$ cat src/sv/pfr_pkg.sv
// Package for the position frame receiver: frame phases, status codes and result type.
package pfr_pkg;

    // Frame phase counter: idle, six word bytes, then the slide-flag byte
    localparam logic [2:0] PHASE_IDLE = 3'd0;
    localparam logic [2:0] PHASE_ANGLE_LAST = 3'd2;
    localparam logic [2:0] PHASE_X_LAST = 3'd4;
    localparam logic [2:0] PHASE_FLAG = 3'd7;

    // Angle limits for the status field
    localparam logic signed [15:0] ANGLE_MAX = 16'sd360;
    localparam logic signed [15:0] ANGLE_PENDING = 16'sd361;

    // Status codes
    typedef enum logic [1:0] {
        STATUS_OTHER   = 2'd0,
        STATUS_VALID   = 2'd1,
        STATUS_PENDING = 2'd2
    } pfr_status_t;

    // One completed frame
    typedef struct packed {
        logic signed [15:0] angle_value;
        logic signed [15:0] x_position;
        logic signed [15:0] y_position;
        logic [7:0]         slide_marker;
        pfr_status_t        position_status;
    } pfr_result_t;

endpackage

$ cat src/sv/pfr_in_stage.sv
// Input register for received bytes, with valid/ready handshake.
module pfr_in_stage
    import pfr_pkg::*;
(
    input  logic       clk,
    input  logic       rst_n,
    input  logic       in_valid,
    output logic       in_ready,
    input  logic [7:0] rx_byte,
    output logic       byte_valid,
    output logic [7:0] byte_data,
    input  logic       byte_taken
);

    logic       valid_reg;
    logic       valid_next;
    logic [7:0] data_reg;

    // Slot is free when empty or drained this cycle
    assign in_ready   = !valid_reg || byte_taken;
    assign valid_next = in_ready ? in_valid : valid_reg;

    always_ff @(posedge clk or negedge rst_n)
    begin
        if (!rst_n)
        begin
            valid_reg <= 1'b0;
        end
        else
        begin
            valid_reg <= valid_next;
        end
    end

    // Payload capture, no reset
    always_ff @(posedge clk)
    begin
        if (in_valid && in_ready)
        begin
            data_reg <= rx_byte;
        end
    end

    assign byte_valid = valid_reg;
    assign byte_data  = data_reg;

endmodule

$ cat src/sv/pfr_frame_parser.sv
// Frame parser: phase counter, word accumulators and result assembly.
module pfr_frame_parser
    import pfr_pkg::*;
(
    input  logic        clk,
    input  logic        rst_n,
    input  logic [7:0]  header_byte,
    input  logic        byte_valid,
    input  logic [7:0]  byte_data,
    output logic        byte_taken,
    input  logic        result_free,
    output logic        result_load,
    output pfr_result_t result
);

    logic [2:0]  phase_reg;
    logic [2:0]  phase_next;
    logic [15:0] angle_acc_reg;
    logic [15:0] angle_acc_next;
    logic [15:0] x_acc_reg;
    logic [15:0] x_acc_next;
    logic [15:0] y_acc_reg;
    logic [15:0] y_acc_next;
    logic        at_flag;

    // Odd phase: high byte into place; even phase: OR in low byte
    function automatic logic [15:0] merge_byte(input logic [15:0] w, input logic [7:0] b,
                                               input logic odd);
        logic [15:0] ored;
        ored = w | {8'h00, b};
        return odd ? {ored[7:0], 8'h00} : ored;
    endfunction

    assign at_flag     = (phase_reg == PHASE_FLAG);
    // A flag byte needs room in the output register
    assign byte_taken  = byte_valid && (!at_flag || result_free);
    assign result_load = byte_valid && at_flag && result_free;

    // Next state of phase and accumulators
    always_comb
    begin
        phase_next     = phase_reg;
        angle_acc_next = angle_acc_reg;
        x_acc_next     = x_acc_reg;
        y_acc_next     = y_acc_reg;
        if (byte_taken)
        begin
            if (phase_reg == PHASE_IDLE)
            begin
                if (byte_data == header_byte)
                begin
                    angle_acc_next = '0;
                    x_acc_next     = '0;
                    y_acc_next     = '0;
                    phase_next     = phase_reg + 3'd1;
                end
            end
            else if (at_flag)
            begin
                phase_next = PHASE_IDLE;
            end
            else
            begin
                if (phase_reg <= PHASE_ANGLE_LAST)
                begin
                    angle_acc_next = merge_byte(angle_acc_reg, byte_data, phase_reg[0]);
                end
                else if (phase_reg <= PHASE_X_LAST)
                begin
                    x_acc_next = merge_byte(x_acc_reg, byte_data, phase_reg[0]);
                end
                else
                begin
                    y_acc_next = merge_byte(y_acc_reg, byte_data, phase_reg[0]);
                end
                phase_next = phase_reg + 3'd1;
            end
        end
    end

    always_ff @(posedge clk or negedge rst_n)
    begin
        if (!rst_n)
        begin
            phase_reg     <= PHASE_IDLE;
            angle_acc_reg <= '0;
            x_acc_reg     <= '0;
            y_acc_reg     <= '0;
        end
        else
        begin
            phase_reg     <= phase_next;
            angle_acc_reg <= angle_acc_next;
            x_acc_reg     <= x_acc_next;
            y_acc_reg     <= y_acc_next;
        end
    end

    // Result fields: X and Y negated, status from signed angle
    always_comb
    begin
        result.angle_value  = $signed(angle_acc_reg);
        result.x_position   = $signed(16'(16'd0 - x_acc_reg));
        result.y_position   = $signed(16'(16'd0 - y_acc_reg));
        result.slide_marker = byte_data;
        if ($signed(angle_acc_reg) <= ANGLE_MAX)
        begin
            result.position_status = STATUS_VALID;
        end
        else if ($signed(angle_acc_reg) == ANGLE_PENDING)
        begin
            result.position_status = STATUS_PENDING;
        end
        else
        begin
            result.position_status = STATUS_OTHER;
        end
    end

    // A result is built only on the flag byte
    a_load_on_flag: assert property (@(posedge clk) disable iff (!rst_n)
        result_load |-> (phase_reg == PHASE_FLAG))
        else $error("result loaded outside flag phase");

    // A completed frame returns the parser to idle
    a_flag_to_idle: assert property (@(posedge clk) disable iff (!rst_n)
        result_load |=> (phase_reg == PHASE_IDLE))
        else $error("parser not idle after frame");

    // A header clears all accumulators
    a_header_clears: assert property (@(posedge clk) disable iff (!rst_n)
        (byte_taken && phase_reg == PHASE_IDLE && byte_data == header_byte)
        |=> (angle_acc_reg == 16'd0 && x_acc_reg == 16'd0 && y_acc_reg == 16'd0
             && phase_reg == 3'd1))
        else $error("header did not start a clean frame");

endmodule

$ cat src/sv/pfr_out_stage.sv
// Output register holding one finished frame until it is taken.
module pfr_out_stage
    import pfr_pkg::*;
(
    input  logic        clk,
    input  logic        rst_n,
    input  logic        result_load,
    input  pfr_result_t result,
    output logic        result_free,
    output logic        out_valid,
    input  logic        out_ready,
    output pfr_result_t result_q
);

    logic        valid_reg;
    logic        valid_next;
    pfr_result_t result_reg;

    assign result_free = !valid_reg || out_ready;
    assign valid_next  = result_load ? 1'b1 : (valid_reg && !out_ready);

    always_ff @(posedge clk or negedge rst_n)
    begin
        if (!rst_n)
        begin
            valid_reg <= 1'b0;
        end
        else
        begin
            valid_reg <= valid_next;
        end
    end

    // Payload capture, no reset
    always_ff @(posedge clk)
    begin
        if (result_load)
        begin
            result_reg <= result;
        end
    end

    assign out_valid = valid_reg;
    assign result_q  = result_reg;

    // Never overwrite a result that is still waiting
    a_no_overwrite: assert property (@(posedge clk) disable iff (!rst_n)
        result_load |-> (!valid_reg || out_ready))
        else $error("pending result overwritten");

endmodule

$ cat src/sv/position_frame_receiver.sv
// Position frame receiver top level: input register, frame parser, output register.
// Accepts one received byte per cycle and scans for the configured header byte;
// the seven bytes after a header carry big-endian signed angle, X and Y words and
// a slide flag. Each complete eight-byte frame yields one transaction with the angle,
// negated X and Y, the flag and a status (1: angle at most 360, 2: angle 361, 0:
// otherwise). Throughput is one byte per clock through the parser between the
// input and output registers; a result is valid in the cycle after the parser
// takes its flag byte. Bytes keep flowing while a result waits, until the next
// flag byte meets a full output register. header_byte is written through
// header_we/header_wdata and must change only while no frame is in flight.
module position_frame_receiver
    import pfr_pkg::*;
(
    input  logic               clk,
    input  logic               rst_n,
    input  logic               header_we,
    input  logic [7:0]         header_wdata,
    input  logic               in_valid,
    output logic               in_ready,
    input  logic [7:0]         rx_byte,
    output logic               out_valid,
    input  logic               out_ready,
    output logic signed [15:0] angle_value,
    output logic signed [15:0] x_position,
    output logic signed [15:0] y_position,
    output logic [7:0]         slide_marker,
    output logic [1:0]         position_status
);

    logic [7:0]  header_reg;
    logic        byte_valid;
    logic [7:0]  byte_data;
    logic        byte_taken;
    logic        result_free;
    logic        result_load;
    pfr_result_t result;
    pfr_result_t result_q;

    // Header byte register
    always_ff @(posedge clk or negedge rst_n)
    begin
        if (!rst_n)
        begin
            header_reg <= 8'h00;
        end
        else if (header_we)
        begin
            header_reg <= header_wdata;
        end
    end

    pfr_in_stage u_in_stage (
        .clk        (clk),
        .rst_n      (rst_n),
        .in_valid   (in_valid),
        .in_ready   (in_ready),
        .rx_byte    (rx_byte),
        .byte_valid (byte_valid),
        .byte_data  (byte_data),
        .byte_taken (byte_taken)
    );

    pfr_frame_parser u_parser (
        .clk         (clk),
        .rst_n       (rst_n),
        .header_byte (header_reg),
        .byte_valid  (byte_valid),
        .byte_data   (byte_data),
        .byte_taken  (byte_taken),
        .result_free (result_free),
        .result_load (result_load),
        .result      (result)
    );

    pfr_out_stage u_out_stage (
        .clk         (clk),
        .rst_n       (rst_n),
        .result_load (result_load),
        .result      (result),
        .result_free (result_free),
        .out_valid   (out_valid),
        .out_ready   (out_ready),
        .result_q    (result_q)
    );

    assign angle_value     = result_q.angle_value;
    assign x_position      = result_q.x_position;
    assign y_position      = result_q.y_position;
    assign slide_marker    = result_q.slide_marker;
    assign position_status = result_q.position_status;

endmodule
$ cat config.mk
export PLATFORM = sky130hd
export DESIGN_NAME = position_frame_receiver
export DESIGN_NICKNAME = d
export VERILOG_FILES = /design/src/sv/pfr_pkg.sv /design/src/sv/pfr_in_stage.sv /design/src/sv/pfr_frame_parser.sv /design/src/sv/pfr_out_stage.sv /design/src/sv/position_frame_receiver.sv
export SDC_FILE = /design/constraint.sdc
export NUM_CORES = 1
export LEC_CHECK = 0
export BUFFER_PORTS_ARGS = -buffer_cell sky130_fd_sc_hd__buf_2
export CAP_MARGIN = 15
export CELL_PAD_IN_SITES_DETAIL_PLACEMENT = 1
export CELL_PAD_IN_SITES_GLOBAL_PLACEMENT = 2
export CORE_MARGIN = 4
export CORE_UTILIZATION = 41
export CTS_CLUSTER_SIZE = 14
export DETAILED_ROUTE_END_ITERATION = 6
export PLACE_DENSITY_LB_ADDON = 0.1
export SYNTH_ARGS = -nofsm -noshare
export SYNTH_HDL_FRONTEND = slang
export SYNTH_SLANG_ARGS = --single-unit
$ cat constraint.sdc
create_clock -name clk -period 6.7 [get_ports clk]
set_clock_uncertainty 0.1 [all_clocks]
set_input_delay 0.335 -clock clk [delete_from_list [all_inputs] [get_ports clk]]
set_output_delay 0.335 -clock clk [all_outputs]
set_load 0.05 [all_outputs]
Word level (Yosys, flattened, before mapping) --
Index checks and enable logic that the tools add are counted.
Word-level totals: bits in registers 127, bits of input ports 21, output and inout port bits 60, word-level logic and storage cells 68
Cells by class: add/subtract/negate cells 3, magnitude comparators 3, equal/unequal tests 7, mux-type cells 20, bitwise logic cells 3, reduce and logical (&&, ||, !) cells 19
Operator list (count):
- $mux 16 | 15
- $or 16x8->16 | 3
- $sub 1x16->16 const A | 2
- $eq 16x10->1 const B | 1
- $le 16x10->1 const B | 1
- $reduce_and 5->1 | 2
- $mux 3 | 3
- $eq 8x8->1 | 1
- $logic_and 1x1->1 | 5
- $logic_not 1->1 | 4
- $ne 2x1->1 const B | 2
- $ne 2x2->1 const B | 2
- $reduce_and 4->1 | 1
- $reduce_bool 2->1 | 2
- $add 3x1->3 const B | 1
- $eq 3x3->1 const B | 1
- $le 3x2->1 const B | 1
- $le 3x3->1 const B | 1
- $logic_not 3->1 | 1
- $logic_or 1x1->1 | 3
- $mux 2 | 1
- $reduce_and 2->1 | 1
- $mux 1 | 1

Longest topological paths before layout --
word-level depth 6, gate-level depth with buffers 10, depth with buffers taken out 8

Modules after synthesis --
From an unflattened synthesis, not the netlist that was laid out.
Unflattened totals: cell total of the unflattened synthesis 471, area total of the unflattened synthesis 5705.5 um^2
Modules (own cells, without submodules):
- pfr_frame_parser | times used 1, cells an instance 381, area an instance 3290.7 um^2, sequential area each 1276.2 um^2
- pfr_out_stage | times used 1, cells an instance 61, area an instance 1789.2 um^2, sequential area each 1766.7 um^2
- position_frame_receiver | times used 1, cells an instance 17, area an instance 331.6 um^2, sequential area each 200.2 um^2
- pfr_in_stage | times used 1, cells an instance 12, area an instance 294.0 um^2, sequential area each 265.3 um^2

Worst setup path before layout --
OpenSTA, ideal clock, no wires.
path type reg-to-reg, from register u_parser.phase_reg[0], to register u_out_stage.result_reg, in the netlist u_out_stage.result_q[0] (enable), setup time 480 ps, arrival 3668 ps, required time 6120 ps, path slack 2451 ps, cell stages (with the launch flop) 6, buffers on the path 1, clock period less this slack 4249 ps, path through dfrtp_1 ha_1 ha_1 clkbuf_1 nand2_1 nor2b_1
Between the ends: cells in the longest elaborated chain, start to end 3
Ends and longest elaborated chain:
- from (decl) | line pfr_frame_parser.sv:16 | logic [2:0] phase_reg;
- from (signal assigned) | line pfr_frame_parser.sv:92 | phase_reg <= phase_next;
- $eq 3x3->1 | line pfr_frame_parser.sv:34 | assign at_flag = (phase_reg == PHASE_FLAG);
- $logic_and 1x1->1 (2 in series) | line pfr_frame_parser.sv:37 | assign result_load = byte_valid && at_flag && result_free;
- via result_load | line position_frame_receiver.sv:35 | logic result_load;
- to (signal assigned) | line pfr_out_stage.sv:39 | result_reg <= result;
- to (decl) | line pfr_out_stage.sv:17 | pfr_result_t result_reg;
The timed path passes the listed nets, and every way through them passes these cells. A chain may end at the register's enable or synchronous reset.

Final worst setup path --
from register u_parser.phase_reg[0], to register u_out_stage.result_reg, in the netlist u_out_stage.result_q[6] (enable)
The elaborated chain is that of the path after synthesis.

==> summary.md <==
| Metric | Value |
|---|---|
| # clock sinks | `127` |
| Seq cells post-synth | `127` |
| CTS tree | `done` |
| Pwr Total | `2.99 mW` |
| Initial Util | `42.2%` |
| Final cell count without fillers | `708` |
| Post-synth top cells | `66 x edfxtp_1, 61 x dfrtp_1, 41 x a21oi_1` |
| CP cell instances | `ha_1 -> ha_1 -> nand2_1 -> nor2b_4 -> buf_4` |
| Die area | `15,000 um^2` |
| Hold WS | `-0.0351 ns` |
| Cell count after synthesis | `433` |
| Yosys top cell by area | `edfxtp_1` |
| Relative slew slack | `31.7%` |
| Critical path's most frequent cell | `ha_1` |
| Top cell type's share of synthesized area | `36.9%` |
| Count leader, synth | `edfxtp_1` |
| Area grow syn2layout | `22.7%` |
| Pwr dens | `454 nW/um^2` |
| Synthesized cell area | `5370 um^2` |
| First-pass GRT wire length | `20,200 um` |
| Hold WC Path Type | `input port to asynchronous set/reset pin` |
| Clk Latency, worst-skew pair | `0.41 ns` |
| Initial antenna violation count | `0` |
| Clock Path Buffers | `2` |
| Synth Net Count | `461` |
| Max Slew Vio Count | `0` |
| Area contributors post-synth | `edfxtp_1 37%, dfrtp_1 28%, xnor2_1 4.9%` |
| Crit Path Category | `flop to flop` |
| Largest register FFs | `58` |
| Post-synth EDFFs | `66` |
| Layout cells sized above 1 | `25.6%` |
| Crit-path slowest cell | `nor2b_4` |
| Critical Path RT | `6.66 ns` |
| DR vias/cell | `5.09` |
| Setup bufs post-CTS | `0` |
| Distinct cells, synth | `43` |
| WL final | `12,400 um` |
| Fin area | `6590 um^2` |
| Critical Path AT | `2.81 ns` |
| Ports | `81` |
| Largest net degree at the start of global routing | `62` |
| Maximum fanout along the worst path | `35` |
| Worst Setup End Kind | `flop` |
| Sequential share of the synthesized area | `65.4%` |
| Placed Area | `5910 um^2` |
| DIE HEIGHT | `122 um` |
| Tmin final | `2.85 ns` |
| Fin. Hold Viols | `13` |
| VDD IR-drop max | `0.222 mV` |
| Dpl cells | `667` |
| Antenna diodes | `0` |
| Final net count | `551` |
| Die X | `122 um` |
| Startpoint types | `flop` |
| Syn_area_per_cell | `12.4 um^2` |
| RSZ-0062 raised after global routing | `no` |
| DRC | `0` |
| Max_cap viols | `0` |
| Fmax | `351 MHz` |
| Gpl congestion | `0.786` |
| DRT Pass-1 Iters | `4` |
| Post-DP HPWL | `8230 um` |
| Starting DRT DRC Count | `166` |
| Worst-path clk slew | `0.05 ns` |
| Final core utilization | `51.8%` |
| Wire per inst | `17.5 um` |
| Grt total ovfl | `0` |
| CTS Root Cell | `clkbuf_16` |
| Ys async rst share | `48.0%` |
| Final setup vio count | `0` |
| Input/output buffers | `80` |
| Num CTS Buffers | `17` |
| Number of global-route vias before repair | `3,819` |
| Syn. warnings | `0` |
| Crit share post-route | `42.5%` |
| Via count | `3,606` |
| ANT nets after route | `0` |
| Failing checks | `hold timing` |
| Setup TNS | `0 ns` |
| P_leak | `2.63 nW` |
| Outcome | `complete, but fails checks` |
| Most used DFF post-synth | `edfxtp_1` |
| H-tree levels | `4` |
| Cell row count | `41` |
| CP max stage delay | `0.63 ns` |
| Worst Max-Slew Pin Slew | `1.02 ns` |
| Core Box Area | `12,700 um^2` |
| Global-route usage over all layers | `17.9%` |
==> timing repair <==
| action | CTS | global route |
|---|---|---|
| gates resized for setup | 0 | 0 |
| endpoints found under the hold margin | 6 | 1 |
| hold buffers | 6 | 1 |
==> layer usage <==
layer / routed length (um) / vias up / part of all wire, % / GRT usage, %
met4: 228 / 0 / 1.8 / 7.07
met5: 0 / - / 0 / 0
met2: 6080 / 75 / 49 / 29.2
li1: - / 1728 / - / -
met3: 479 / 16 / 3.9 / 4.19
met1: 5600 / 1787 / 45 / 23.3
==> worst paths after layout <==
| path | startpoint | to | slack (ns) | cells past startpoint |
|---|---|---|---|---|
| setup / recovery | u_parser.phase_reg[0] | u_out_stage.result_q[6] | 3.85 | 5 |
| hold / removal | rst_n | u_parser.angle_acc_reg[12] | -0.04 | 2 |
| setup reg to reg | u_parser.phase_reg[0] | u_out_stage.result_q[6] | 3.85 | 5 |
| hold reg to reg | u_parser.angle_acc_reg[13] | u_out_stage.result_q[55] | 0.37 | 0 |
| max in group asynchronous | rst_n | header_reg[5] | 5.98 | 2 |
| min in group clk | rx_byte[3] | u_in_stage.byte_data[3] | 0.02 | 1 |
==> area by class of cell <==
| type | instances | area (um^2) |
|---|---|---|
| Clock buffer | 24 | 557 |
| Clock inverter | 8 | 43.8 |
| Fill cell | 1360 | 6130 |
| Inverter | 28 | 105 |
| Multi-Input combinational cell | 258 | 1660 |
| Sequential cell | 127 | 3510 |
| Tap cell | 172 | 215 |
| Timing Repair Buffer | 91 | 495 |
==> metrics by stage <==
stage | hold WS (ns) | worst slack, ns
2_1_floorplan | -0.0606 | 2.45
3_3_place_gp | 0.356 | 3.98
3_5_place_dp | 0.367 | 3.85
4_1_cts | 0.00357 | 3.82
5_1_grt | 0.00279 | 3.60
6_report | -0.0351 | 3.85
==> cell usage in the layout, fill, tap and decap left out, types with 2 or more instances in the layout <==
cell type / n
and2_1: 2
xnor2_1: 30
or3_1: 2
nor2_1: 30
clkinv_2: 6
nor4_1: 7
or4_1: 2
nor3_2: 2
clkbuf_8: 2
inv_1: 28
nor4_2: 2
buf_2: 81
xor2_1: 5
o2bb2ai_1: 9
buf_4: 2
nor2b_1: 2
a21oi_1: 41
clkbuf_16: 21
and3_1: 4
nand2_1: 13
mux2_2: 9
nor3_1: 7
dlygate4sd3_1: 7
nand3b_1: 3
nand3_1: 19
o21ai_0: 37
edfxtp_1: 66
nand2b_1: 7
ha_1: 7
nand4_1: 2
dfrtp_1: 61
==> critical path, delay by kind of cell, from the launching register on <==
kind,cells,cell delay [ns]
buf+inv,1,0.52
flops,1,0.46
fa+ha+maj,2,0.56
simple gates,2,0.82
==> power by group <==
| group | internal (mW) | total, mW | switching, mW |
|---|---|---|---|
| clock | 0.577 | 0.901 | 0.324 |
| combinational | 0.308 | 0.796 | 0.488 |
| sequential | 1.07 | 1.30 | 0.226 |
| total | 1.96 | 2.99 | 1.04 |
==> cell families (layout without fill, tap and decap cells) <==
kind of cell	count (synthesis)	count (layout)	share of synthesized area, %
buffers and inverters	48	151	3.80
flip-flops	127	127	65.4
XOR/XNOR	35	35	5.71
adder cells (fa/ha/maj)	7	7	1.63
multiplexers	9	9	1.89
AO/OA/AOI/OAI	94	94	9.86
AND/OR/NAND/NOR	113	113	11.7
(Power assumes the default switching activity.)
